===== config.mk =====
export PLATFORM = sky130hd
export DESIGN_NAME = cubic_bezier_flattener_unit
export DESIGN_NICKNAME = d
export VERILOG_FILES = /design/src/hdl/cbf_pkg.sv /design/src/hdl/cbf_mult.sv /design/src/hdl/cubic_bezier_flattener_unit.sv
export VERILOG_INCLUDE_DIRS = /design/src /design/src/hdl
export SDC_FILE = /design/constraint.sdc
export NUM_CORES = 2
export LEC_CHECK = 0
export ABC_AREA = 0
export BUFFER_PORTS_ARGS = -buffer_cell sky130_fd_sc_hd__buf_2
export CORE_AREA = 2 2 452 454
export CTS_CLUSTER_DIAMETER = 30
export DETAILED_ROUTE_END_ITERATION = 7
export DIE_AREA = 0 0 454 456
export GPL_ROUTABILITY_DRIVEN = 0
export PLACE_DENSITY = 0.74
export SETUP_SLACK_MARGIN = 0.05
export SLEW_MARGIN = 20
export SYNTH_ARGS = -nofsm -noshare
export SYNTH_HDL_FRONTEND = slang
export SYNTH_HIERARCHICAL = 1
export SYNTH_SLANG_ARGS = --single-unit

===== constraint.sdc =====
create_clock -name clock -period 25 [get_ports clock]
set_input_delay 1.25 -clock clock [delete_from_list [all_inputs] [get_ports clock]]
set_output_delay 1.25 -clock clock [all_outputs]
set_load 0.05 [all_outputs]

===== src/hdl/assert_macros.svh =====
// ---------------------------------------------------------------------------
// assert_macros
// concurrent assertion macros for the flattener
// ---------------------------------------------------------------------------
`ifndef ASSERT_MACROS_SVH
`define ASSERT_MACROS_SVH
`ifndef NO_ASSERTIONS
`define ASSERT_IMPLIES(label, clk, rst, a, b) \
   label: assert property (@(posedge clk) disable iff (rst) (a) |-> (b)) \
      else $error("assertion failed");
`define ASSERT_NEXT(label, clk, rst, a, b) \
   label: assert property (@(posedge clk) disable iff (rst) (a) |=> (b)) \
      else $error("assertion failed");
`else
`define ASSERT_IMPLIES(label, clk, rst, a, b)
`define ASSERT_NEXT(label, clk, rst, a, b)
`endif
`endif


===== src/hdl/cbf_pkg.sv =====
// ---------------------------------------------------------------------------
// cbf_pkg
// shared types for the cubic bezier flattener
// ---------------------------------------------------------------------------
package cbf_pkg;
   localparam int unsigned LvlWidth = 3;
   localparam int unsigned FlatWidth = 16;
endpackage


===== src/hdl/cbf_mult.sv =====
// ---------------------------------------------------------------------------
// cbf_mult
// sequential shift-add signed multiplier, one bit per cycle
// ---------------------------------------------------------------------------
module cbf_mult #(
   parameter int unsigned W = 64
) (
   input  logic                clock,
   input  logic                reset,
   input  logic                start,
   input  logic signed [W-1:0] a,
   input  logic signed [W-1:0] b,
   output logic                done,
   output logic signed [2*W-1:0] prod
);
   localparam int unsigned CW = $clog2(W + 1);
   logic [CW-1:0]    cnt_ff;
   logic             busy_ff;
   logic [2*W-1:0]   acc_ff;
   logic [2*W-1:0]   mc_ff;
   logic [W-1:0]     mp_ff;
   logic             neg_ff;
   logic [W-1:0]     ua, ub;

   assign ua = a[W-1] ? (~a + 1'b1) : a;
   assign ub = b[W-1] ? (~b + 1'b1) : b;

   always_ff @(posedge clock) begin
      if (reset) begin
         busy_ff <= 1'b0;
         done    <= 1'b0;
         cnt_ff  <= '0;
      end else begin
         done <= 1'b0;
         if (start) begin
            busy_ff <= 1'b1;
            cnt_ff  <= '0;
            acc_ff  <= '0;
            mc_ff   <= {{W{1'b0}}, ua};
            mp_ff   <= ub;
            neg_ff  <= a[W-1] ^ b[W-1];
         end else if (busy_ff) begin
            if (mp_ff[0]) acc_ff <= acc_ff + mc_ff;
            mc_ff <= mc_ff << 1;
            mp_ff <= mp_ff >> 1;
            cnt_ff <= cnt_ff + 1'b1;
            if (cnt_ff == CW'(W - 1)) begin
               busy_ff <= 1'b0;
               done    <= 1'b1;
            end
         end
      end
   end

   assign prod = neg_ff ? -$signed(acc_ff) : $signed(acc_ff);
endmodule


===== src/hdl/cubic_bezier_flattener_unit.sv =====
// ---------------------------------------------------------------------------
// cubic_bezier_flattener_unit
// adaptive subdivision of one cubic bezier curve into line segments
// ---------------------------------------------------------------------------
// usage: one curve transfer on req_ (four control points), then one rsp_
// transfer per segment end point, last_seg on the final one. a new curve is
// taken only after its predecessor's last segment transfer.
// the flatness test runs through one shared bit-serial signed multiplier of
// MW bits (52 at the default width): ten products per test (chord length,
// f*f, limit, two cross products and a square per inner point), run one
// after the other. a curve with equal end points skips the test and goes
// straight to its segment. a curve at the depth bound tests 63 subcurves;
// a curve yields 1 to 2^MAX_DEPTH segments.
// pending right halves sit in a synchronous stack memory (one row per
// level: 8 coordinates plus level), read through a register.
// reset (synchronous) empties the stack and loads tolerance 256; memory
// content needs no clearing. a stalled rsp_ holds the segment and freezes
// the engine. csr_ writes must be made while idle.
// ---------------------------------------------------------------------------
`include "assert_macros.svh"
module cubic_bezier_flattener_unit #(
   parameter int unsigned MAX_DEPTH   = 6,
   parameter int unsigned COORD_WIDTH = 24
) (
   input  logic                          clock,
   input  logic                          reset,
   input  logic                          req_valid,
   output logic                          req_stall,
   input  logic signed [COORD_WIDTH-1:0] req_start_x,
   input  logic signed [COORD_WIDTH-1:0] req_start_y,
   input  logic signed [COORD_WIDTH-1:0] req_ctrl1_x,
   input  logic signed [COORD_WIDTH-1:0] req_ctrl1_y,
   input  logic signed [COORD_WIDTH-1:0] req_ctrl2_x,
   input  logic signed [COORD_WIDTH-1:0] req_ctrl2_y,
   input  logic signed [COORD_WIDTH-1:0] req_end_pt_x,
   input  logic signed [COORD_WIDTH-1:0] req_end_pt_y,
   output logic                          rsp_valid,
   input  logic                          rsp_stall,
   output logic signed [COORD_WIDTH-1:0] rsp_seg_x,
   output logic signed [COORD_WIDTH-1:0] rsp_seg_y,
   output logic                          rsp_last_seg,
   input  logic                          csr_write_enable,
   input  logic [cbf_pkg::FlatWidth-1:0] csr_write_data
);
   localparam int unsigned CW = COORD_WIDTH;
   localparam int unsigned LW = cbf_pkg::LvlWidth;
   // wide enough for the cross products and for chord length times f*f
   localparam int unsigned MW = (2 * COORD_WIDTH + 4 > 36) ? 2 * COORD_WIDTH + 4 : 36;
   localparam int unsigned SW = $clog2(MAX_DEPTH + 1);
   localparam int unsigned AW = (MAX_DEPTH > 1) ? $clog2(MAX_DEPTH) : 1;
   localparam int unsigned RW = 8 * CW + LW;
   localparam logic [3:0]  StepCount = 4'd10;

   typedef enum logic [8:0] {
      S_IDLE = 9'b000000001, S_TEST = 9'b000000010, S_MUL  = 9'b000000100,
      S_DEC  = 9'b000001000, S_SPL  = 9'b000010000, S_OUT  = 9'b000100000,
      S_POP  = 9'b001000000, S_LOAD = 9'b010000000, S_WAIT = 9'b100000000
   } state_type;

   state_type state_ff;
   logic signed [CW-1:0] px_ff [4];
   logic signed [CW-1:0] py_ff [4];
   logic [LW-1:0]  lvl_ff;
   logic [SW-1:0]  top_ff;
   logic [cbf_pkg::FlatWidth-1:0] tol_ff;
   logic [3:0]     step_ff;
   logic signed [MW-1:0] d_ff, t_ff, f2_ff;
   logic [2*MW-1:0] lim_ff;
   logic           ok_ff;
   logic [RW-1:0]  stack_mem [MAX_DEPTH];
   logic [RW-1:0]  rd_ff;
   logic           mstart;
   logic signed [MW-1:0] ma, mb;
   logic           mdone;
   logic signed [2*MW-1:0] mprod;

   cbf_mult #(.W(MW)) u_mult (
      .clock(clock), .reset(reset), .start(mstart), .a(ma), .b(mb),
      .done(mdone), .prod(mprod)
   );

   // chord and offsets, sign extended to the multiplier width
   logic signed [MW-1:0] dx, dy, ex1, ey1, ex2, ey2;
   assign dx  = MW'(px_ff[3]) - MW'(px_ff[0]);
   assign dy  = MW'(py_ff[3]) - MW'(py_ff[0]);
   assign ex1 = MW'(px_ff[1]) - MW'(px_ff[0]);
   assign ey1 = MW'(py_ff[1]) - MW'(py_ff[0]);
   assign ex2 = MW'(px_ff[2]) - MW'(px_ff[0]);
   assign ey2 = MW'(py_ff[2]) - MW'(py_ff[0]);

   // product sequence: dx*dx, dy*dy, f*f, len*f*f,
   // dx*ey1, dy*ex1, d*d, dx*ey2, dy*ex2, d*d
   always_comb begin
      case (step_ff)
         4'd0: begin ma = dx; mb = dx; end
         4'd1: begin ma = dy; mb = dy; end
         4'd2: begin ma = MW'(tol_ff); mb = MW'(tol_ff); end
         4'd3: begin ma = t_ff; mb = f2_ff; end
         4'd4: begin ma = dx; mb = ey1; end
         4'd5: begin ma = dy; mb = ex1; end
         4'd6: begin ma = d_ff; mb = d_ff; end
         4'd7: begin ma = dx; mb = ey2; end
         4'd8: begin ma = dy; mb = ex2; end
         default: begin ma = d_ff; mb = d_ff; end
      endcase
   end
   assign mstart = (state_ff == S_TEST);

   // de casteljau split, floor averages
   function automatic logic signed [CW-1:0] avg(input logic signed [CW-1:0] a,
                                                input logic signed [CW-1:0] b);
      logic signed [CW:0] s;
      s = {a[CW-1], a} + {b[CW-1], b};
      return s[CW:1];
   endfunction
   logic signed [CW-1:0] lx[4], rx[4], ly[4], ry[4];
   always_comb begin
      logic signed [CW-1:0] a, m, b, la, rb, mid;
      a = avg(px_ff[0], px_ff[1]); m = avg(px_ff[1], px_ff[2]);
      b = avg(px_ff[2], px_ff[3]); la = avg(a, m); rb = avg(m, b);
      mid = avg(la, rb);
      lx[0] = px_ff[0]; lx[1] = a; lx[2] = la; lx[3] = mid;
      rx[0] = mid; rx[1] = rb; rx[2] = b; rx[3] = px_ff[3];
      a = avg(py_ff[0], py_ff[1]); m = avg(py_ff[1], py_ff[2]);
      b = avg(py_ff[2], py_ff[3]); la = avg(a, m); rb = avg(m, b);
      mid = avg(la, rb);
      ly[0] = py_ff[0]; ly[1] = a; ly[2] = la; ly[3] = mid;
      ry[0] = mid; ry[1] = rb; ry[2] = b; ry[3] = py_ff[3];
   end

   logic degen;
   assign degen = (px_ff[0] == px_ff[3]) && (py_ff[0] == py_ff[3]);

   always_ff @(posedge clock) begin
      if (reset) begin
         state_ff  <= S_IDLE;
         top_ff    <= '0;
         tol_ff    <= 16'd256;
         rsp_valid <= 1'b0;
         step_ff   <= '0;
      end else begin
         if (csr_write_enable) tol_ff <= csr_write_data;
         unique case (state_ff)
            S_IDLE: if (req_valid) begin
               px_ff[0] <= req_start_x; px_ff[1] <= req_ctrl1_x;
               px_ff[2] <= req_ctrl2_x; px_ff[3] <= req_end_pt_x;
               py_ff[0] <= req_start_y; py_ff[1] <= req_ctrl1_y;
               py_ff[2] <= req_ctrl2_y; py_ff[3] <= req_end_pt_y;
               lvl_ff <= '0; top_ff <= '0;
               state_ff <= S_DEC;
            end
            S_DEC: begin
               if (degen || lvl_ff >= LW'(MAX_DEPTH) || top_ff >= SW'(MAX_DEPTH))
                  state_ff <= S_OUT;
               else begin
                  step_ff <= '0; ok_ff <= 1'b1;
                  state_ff <= S_TEST;
               end
            end
            S_TEST: state_ff <= S_MUL;
            S_MUL: if (mdone) begin
               case (step_ff) inside
                  4'd0: t_ff <= mprod[MW-1:0];
                  4'd1: t_ff <= t_ff + mprod[MW-1:0];
                  4'd2: f2_ff <= mprod[MW-1:0];
                  4'd3: lim_ff <= mprod;
                  4'd4, 4'd7: d_ff <= mprod[MW-1:0];
                  4'd5, 4'd8: d_ff <= d_ff - mprod[MW-1:0];
                  // d^2*2^16 <= f^2*len, exact at full width
                  default: if ({mprod, 16'b0} > {16'b0, lim_ff}) ok_ff <= 1'b0;
               endcase
               step_ff  <= step_ff + 4'd1;
               state_ff <= S_WAIT;
            end
            S_WAIT: begin
               if (step_ff == StepCount) state_ff <= S_SPL;
               else state_ff <= S_TEST;
            end
            S_SPL: begin
               if (ok_ff) state_ff <= S_OUT;
               else begin
                  stack_mem[top_ff[AW-1:0]] <= {rx[0], rx[1], rx[2], rx[3],
                                               ry[0], ry[1], ry[2], ry[3],
                                               LW'(lvl_ff + 1'b1)};
                  px_ff <= lx; py_ff <= ly;
                  lvl_ff <= lvl_ff + 1'b1;
                  top_ff <= top_ff + 1'b1;
                  state_ff <= S_DEC;
               end
            end
            S_OUT: begin
               if (!rsp_valid) begin
                  rsp_seg_x <= px_ff[3]; rsp_seg_y <= py_ff[3];
                  rsp_last_seg <= (top_ff == '0);
                  rsp_valid <= 1'b1;
               end else if (!rsp_stall) begin
                  rsp_valid <= 1'b0;
                  if (rsp_last_seg) state_ff <= S_IDLE;
                  else begin
                     top_ff <= top_ff - 1'b1;
                     state_ff <= S_POP;
                  end
               end
            end
            S_POP: begin
               rd_ff <= stack_mem[top_ff[AW-1:0]];
               state_ff <= S_LOAD;
            end
            S_LOAD: begin
               px_ff[0] <= rd_ff[RW-1 -: CW];      px_ff[1] <= rd_ff[RW-1-CW -: CW];
               px_ff[2] <= rd_ff[RW-1-2*CW -: CW]; px_ff[3] <= rd_ff[RW-1-3*CW -: CW];
               py_ff[0] <= rd_ff[RW-1-4*CW -: CW]; py_ff[1] <= rd_ff[RW-1-5*CW -: CW];
               py_ff[2] <= rd_ff[RW-1-6*CW -: CW]; py_ff[3] <= rd_ff[RW-1-7*CW -: CW];
               lvl_ff <= rd_ff[LW-1:0];
               state_ff <= S_DEC;
            end
            default: state_ff <= S_IDLE;
         endcase
      end
   end

   assign req_stall = (state_ff != S_IDLE);

   `ASSERT_IMPLIES(a_top_bound, clock, reset, 1'b1, top_ff <= SW'(MAX_DEPTH))
   `ASSERT_IMPLIES(a_valid_out, clock, reset, rsp_valid, state_ff == S_OUT)
   `ASSERT_NEXT(a_hold, clock, reset, rsp_valid && rsp_stall,
                rsp_valid && $stable(rsp_seg_x) && $stable(rsp_seg_y))
endmodule


* After elaboration in Yosys (flattened, before gate mapping)
Memories as Yosys holds them, arrays and structs flattened. A register that Yosys moved wholly into a read port is not among the register bits.
Index checks and enable logic that the tools add are counted.
** Word-level totals
- Memories kept :: 1
- Flip-flop bits (word level) :: 807
- Input port bits :: 213
- Output and inout port bits :: 51
- Word-level logic and storage cells :: 204
- Bits in writable memories :: 1170
** Memory list
- stack_mem :: words 6, bits a word 195, rd ports 1, clocked after memory_dff 1, wr ports 1, RTL line cubic_bezier_flattener_unit.sv:70 : logic [RW-1:0] stack_mem [MAX_DEPTH];
** Operators by class
- Magnitude comparators :: 3
- Reductions and logical operators :: 34
- Bitwise operators :: 11
- $add $sub $neg :: 29
- Muxes and demuxes :: 61
- Equal/unequal tests :: 35
** Operators by type and width (number)
- 96-bit case mux with 3 select lines :: 2
- 52-bit two-way mux :: 9
- 104-bit two-way mux :: 4
- 52-bit case mux with 8 select lines :: 1
- 24-bit by 24-bit adder with 25-bit output :: 12
- 52-bit case mux with 4 select lines :: 1
- 96-bit two-way mux :: 2
- 24-bit by 24-bit subtractor with 25-bit output :: 6
- 72-bit two-way mux :: 2
- 120-bit by 104-bit greater-than comparator with 1-bit output :: 1
- 104-bit adder :: 1
- 52-bit by 1-bit adder with 52-bit output (second input constant) :: 2
- 104-bit negator :: 1
- 52-bit inverter :: 2
- 9-bit case mux with 9 select lines :: 1
- 52-bit adder :: 1
- 52-bit subtractor :: 1
- 24-bit == test :: 2
- 9-bit two-way mux :: 4
- 2-bit inequality test (second input constant) :: 13
- 1-bit two-way mux :: 19
- 3-bit two-way mux :: 6
- 3-bit case mux with 3 select lines :: 2
- 4-bit AND reduction :: 4
- other kinds (43) :: 74

* Depth between registers and ports, before layout
- Depth after elaboration :: 12
- Gate-level depth with buffers :: 34
- Depth with buffers taken out :: 34

* By module
Netlist, hierarchy kept.
** Modules (own cells, without submodules)
- cubic_bezier_flattener_unit :: instances 1, area an instance 99611.8 µm², seq. area each 56814.5 µm², cells each 8429
- cbf_mult :: instances 1, area an instance 20920.1 µm², seq. area each 7997.7 µm², cells each 2327

* Worst setup path after synthesis
No wires, ideal clock.
- Path type :: input port to flip-flop
- Start :: input port reset
- End :: register rd_ff[0] (read register of stack_mem), enable pin
- Arrival :: 21.255 ns
- Buffers on the path :: 1
- Library setup time :: 1.295 ns
- Data required time :: 23.705 ns
- Cell stages on the path :: 2
- Slack :: 2.450 ns
- Cells stage by stage :: clkbuf_1 > nor4b_1
** On the way
- Longest elaborated chain between the ends :: 2
** RTL lines
- start, declared :: RTL line cubic_bezier_flattener_unit.sv:26 : input logic reset,
- 1-bit inverter (no line)
- 2-bit AND reduction (no line)
- end, declared :: RTL line cubic_bezier_flattener_unit.sv:71 : logic [RW-1:0] rd_ff;
Every way passes these cells.
A chain may end at the register's enable or synchronous reset.

==> results.md <==
| Stage | Metric | This run |
|---|---|---|
| yosys | Mapped cell area | 121000 sq um |
| yosys | Post-synthesis cell type count | 94 |
| clocking | Setup fix buffers added after clock tree synthesis | 0 |
| sta | Final critical-path required period | 8.20 ns |
| place | Worst slack at placement | 17.24 ns |
| sta | Final period util | 32.8% |
| layout | Growth of design area from synthesis to finish | 16.1% |
| clocking | CTS Root Cell | sky130_fd_sc_hd__clkbuf_16 |
| hold path | Class of the tightest hold or removal check | in2reg |
| clocking | Clock tree from TritonCTS | yes |
| clocking | Number of H-tree branching levels | 5 |
| floorplan | Standard cell core area | 202000 sq um |
| place | Detailed Place HPWL | 273000 um |
| pwr | Cell Int Power | 9.40 mW |
| sta | Post-route setup slack | 16.80 ns |
| worst setup path | CP peak stage delay | 0.84 ns |
| yosys | Portion of netlist area occupied by mux cells | 2.91% |
| worst setup path | Slack of the worst reg-to-reg path | 16.80 ns |
| yosys | Share of the synthesized area in the top cell type | 53.1% |
| worst setup path | Worst r2r src | py_ff[1]$_DFFE_PP_ |
| route | Total DRC errors in the routed layout | 154 |
| pwr | Power after layout | 13.7 mW |
| global routing | Maximum number of pins on one net before global-route repair | 121 |
| pwr | Portion of total power attributed to sequential cells | 34.4% |
| sta | Fin Setup TNS | 0 ns |
| yosys | Flip-flop and latch count after synthesis | 2172 |
| global routing | Fraction of met1 tracks used by global routing | 48.8% |
| worst setup path | CP dominant cell by count | sky130_fd_sc_hd__a21oi_1 |
| floorplan | Boundary pin count | 264 |
| floorplan | Die Outline Area | 207000 sq um |
| global routing | Antenna violations before repair | 29 |
| yosys | Synthesized Nets | 11714 |
| sta | Achievable clock frequency | 122 MHz |
| hold path | Capture endpoint of the worst hold path | tol_ff[2]$_SDFFE_PP0P_ |
| yosys | Xor-xnor portion of the synthesized cell area | 5.48% |
| sta | Hold violation total from the final report | 0 |
| route | Vias per cell | 6.76 |
| layout | Area occupied by multi-input gates | 52800 sq um |
| yosys | Synthesized-area fraction occupied by and/or/nand/nor cells | 11.0% |
| floorplan | Number of placement rows | 165 |
| yosys | Fraction of registers with async set/reset | 0% |
| pwr | Sw Pwr | 4.29 mW |
| yosys | Compound-Gate Fraction of Synth Area | 16.2% |
| yosys | Number of synthesized flops with an enable pin | 2131 |
| worst setup path | Reg-to-reg critical path endpoint | py_ff[16]$_DFFE_PP_ |
| sta | Relative slew slack | 16.5% |
| worst setup path | Data required time of the critical path | 25.85 ns |
| place | Placed Instance Area | 125000 sq um |
| yosys | Sequential area share after synthesis | 53.8% |
| worst setup path | Class of the most critical setup path | reg2reg |
| layout | Share of post-route cells with drive strength above 1 | 12.0% |
| sta | Final Skew | 0.110 ns |
| sta | Setup repair after global routing missed its margin | false |
| layout | Final core utilization | 69.4% |
| route | DRT antenna net count | 0 |
| run status | Violations in the final reports | design-rule violations |
| global routing | Met2 layer usage reported by global route | 55.9% |
| route | Final routed wirelength across all metal layers | 405000 um |
| global routing | Number of global-route vias before repair | 91925 |
| run status | Run status | complete, but fails checks |
| layout | Post-route cell area | 140000 sq um |
| pwr | PwrDens | 97.8 nW/um^2 |
| clocking | Number of sinks driven by the clock tree | 2172 |
| worst setup path | Worst endpoint data arrival time | 9.05 ns |
| yosys | Post-Synth Adder-Cell Area | 7.87% |
| hold path | WHS Path Cells | 3 |
| floorplan | Initial standard-cell utilization of the core | 59.8% |
| sta | Count of final max-slew check failures | 0 |
| worst setup path | Maximum net fanout on the critical path | 11 |
| clocking | Clock tree buffer depth | 4 |
| global routing | Met3 track demand over resource | 10.9% |
| clocking | Number of clock buffers inserted by TritonCTS | 435 |
| yosys | Avg Synthesized Cell Area | 11.2 sq um |
| sta | Final count of negative-setup-slack endpoints | 0 |
| place | Number of I/O port buffers | 263 |
| pwr | Part of the power in the clock network | 42.7% |
| route | 1st-pass router iterations | 8 |
| worst setup path | Capturing element type of the critical path | flop |
| yosys | Post-synthesis cell count | 10756 |
| pwr | Leakage power | 51.9 nW |
| yosys | Warnings from Yosys | 6 |
| worst setup path | Worst R2R Path Depth | 25 |
| pwr | Share of power burned in combinational logic | 23.0% |
| yosys | Main synth FF type | sky130_fd_sc_hd__edfxtp_1 |
| layout | Area of all sequential standard cells | 64800 sq um |
| hold path | Startpoint of the tightest hold check path | csr_write_data[2] |
| route | Overall via count from detail_route | 95958 |
| global routing | Overall routing resource usage | 38.1% |
| worst setup path | Buffers and inverters on the worst path | 0 |
| flow run | Max-Cap Viols | 0 |
| worst setup path | Delay-heaviest family, CP | compound AO/OA/AOI/OAI gates |
| yosys | Largest area contributor in the synthesized netlist | sky130_fd_sc_hd__edfxtp_1 |
| clocking | CTS hold repair buffers | 0 |
| worst setup path | Cell with the largest stage delay on the worst path | sky130_fd_sc_hd__xnor2_1 |
| layout | Nets | 12118 |
| floorplan | Vertical die dimension | 456 um |
| clocking | CTS clock-pin slew for the worst setup and hold paths | 0.06 ns |
| pwr | Switching Share | 31.3% |
| clocking | Clock insertion delay at the later pin of the skew report | 1.04 ns |
| global routing | Global-route wire length before repair | 587000 um |
| pwr | Worst IR Drop VDD | 0.125 mV |
| yosys | Cell types occupying the most area after synthesis | sky130_fd_sc_hd__edfxtp_1 (53%), sky130_fd_sc_hd__ha_1 (7.5%), sky130_fd_sc_hd__a21oi_1 (4.0%), sky130_fd_sc_hd__xnor2_1 (3.6%), sky130_fd_sc_hd__nand2_1 (3.1%) |
| global routing | GRT busiest layer | met2 |
| sta | Tightest Pin Transition | 1.24 ns |
| global routing | Total grt overflow | 0 |
| worst setup path | Category of the worst setup path launch point | flop |
| floorplan | Floorplan die width | 454 um |
| clocking | Number of resized instances in the post-cts repair step | 0 |
| yosys | Dominant combinational cell family by area after synthesis | compound AO/OA/AOI/OAI gates |
| route | Routed len/inst | 28.5 um |
| route | Iteration-0 DRC count of the detailed router | 13335 |
| layout | Number of filler cells placed in the layout | 14013 |
[worst min-delay path, stage by stage]
cell	delay (ns)
sky130_fd_sc_hd__buf_2	0.08
sky130_fd_sc_hd__mux2i_1	0.06
sky130_fd_sc_hd__nor2_1	0.07
[layout make-up]
type	count	share of cell area, %
Clock buffer	476	7.94
Clock inverter	310	2.60
Sequential cell	2172	46.3
Timing Repair Buffer	431	1.89
Inverter	411	1.11
Antenna cell	18	0.0322
Tap cell	2672	2.39
Multi-Input combinational cell	7709	37.7
[worst max path at each step]
stage	start	to	slack, ns	cells after the start
after floorplan	reset	rd_ff[0]$_DFFE_PP_	2.45	2
after global placement	py_ff[0]$_DFFE_PP_	stack_mem[0][98]$_DFFE_PP_	17.41	31
after detailed placement	py_ff[0]$_DFFE_PP_	stack_mem[4][98]$_DFFE_PP_	17.24	31
after CTS	py_ff[0]$_DFFE_PP_	stack_mem[0][97]$_DFFE_PP_	17.12	30
after global routing	py_ff[1]$_DFFE_PP_	stack_mem[5][98]$_DFFE_PP_	16.47	29
final	py_ff[1]$_DFFE_PP_	py_ff[16]$_DFFE_PP_	16.80	25
[sequential cells by signal (all words and copies together), names as in the netlist, 72 cells and up]
register and count:
u_mult/mc_ff 104, px_ff 72, py_ff 72, stack_mem 1170
rd_ff 195, u_mult/acc_ff 104, lim_ff 104
[through the flow]
step	hold slack, ns	cells
2_1_floorplan	0.458	10756
3_3_place_gp	0.468	13395
3_5_place_dp	0.508	13395
4_1_cts	0.451	14181
5_1_grt	0.492	14185
6_report	0.498	14199
[cell usage in the layout (no fill, tap or decap), drive strengths merged, types with 287 or more instances in the layout]
master / count
a21oi: 964
nand2: 1002
nor2: 888
a22oi: 302
inv: 450
a21o: 287
clkbuf: 476
xnor2: 493
edfxtp: 2131
buf: 431
ha: 723
o21ai: 491
[kinds of logic (layout without fill, tap and decap cells)]
family	after synthesis	count (layout)
buffers and inverters	875	1628
AO/OA/AOI/OAI	3009	3009
flip-flops	2172	2172
adder cells (fa/ha/maj)	745	745
XOR/XNOR	754	754
other	0	18
multiplexers	307	307
AND/OR/NAND/NOR	2894	2894
[cell usage after synthesis (135+ instances only)]
cell	n
sky130_fd_sc_hd__ha_1	723
sky130_fd_sc_hd__nor2b_1	135
sky130_fd_sc_hd__xor2_1	261
sky130_fd_sc_hd__mux2i_1	196
sky130_fd_sc_hd__o221ai_1	137
sky130_fd_sc_hd__inv_1	411
sky130_fd_sc_hd__nor2_1	887
sky130_fd_sc_hd__a21oi_1	964
sky130_fd_sc_hd__xnor2_1	493
sky130_fd_sc_hd__nand2_1	1001
sky130_fd_sc_hd__edfxtp_1	2131
sky130_fd_sc_hd__nand3_1	174
sky130_fd_sc_hd__a22oi_1	302
sky130_fd_sc_hd__a21o_1	287
sky130_fd_sc_hd__o21ai_0	484
sky130_fd_sc_hd__clkbuf_1	402
[metal layers]
layer,vias up,wire length (um)
met2,6757,174000
li1,41497,-
met5,-,138
met3,1526,52700
met1,46158,146000
met4,20,33200
[power groups by stage]
stage | registers, mW | logic [mW] | clock network [mW]
3_3_place_gp | 4.76 | 2.82 | 0
3_5_place_dp | 4.77 | 2.93 | 0
2_1_floorplan | 4.73 | 1.79 | 0
6_report | 4.70 | 3.14 | 5.85
4_1_cts | 4.70 | 2.96 | 5.86
5_1_grt | 4.70 | 3.26 | 6.04
Note: power is estimated with default switching activity, not from simulation.
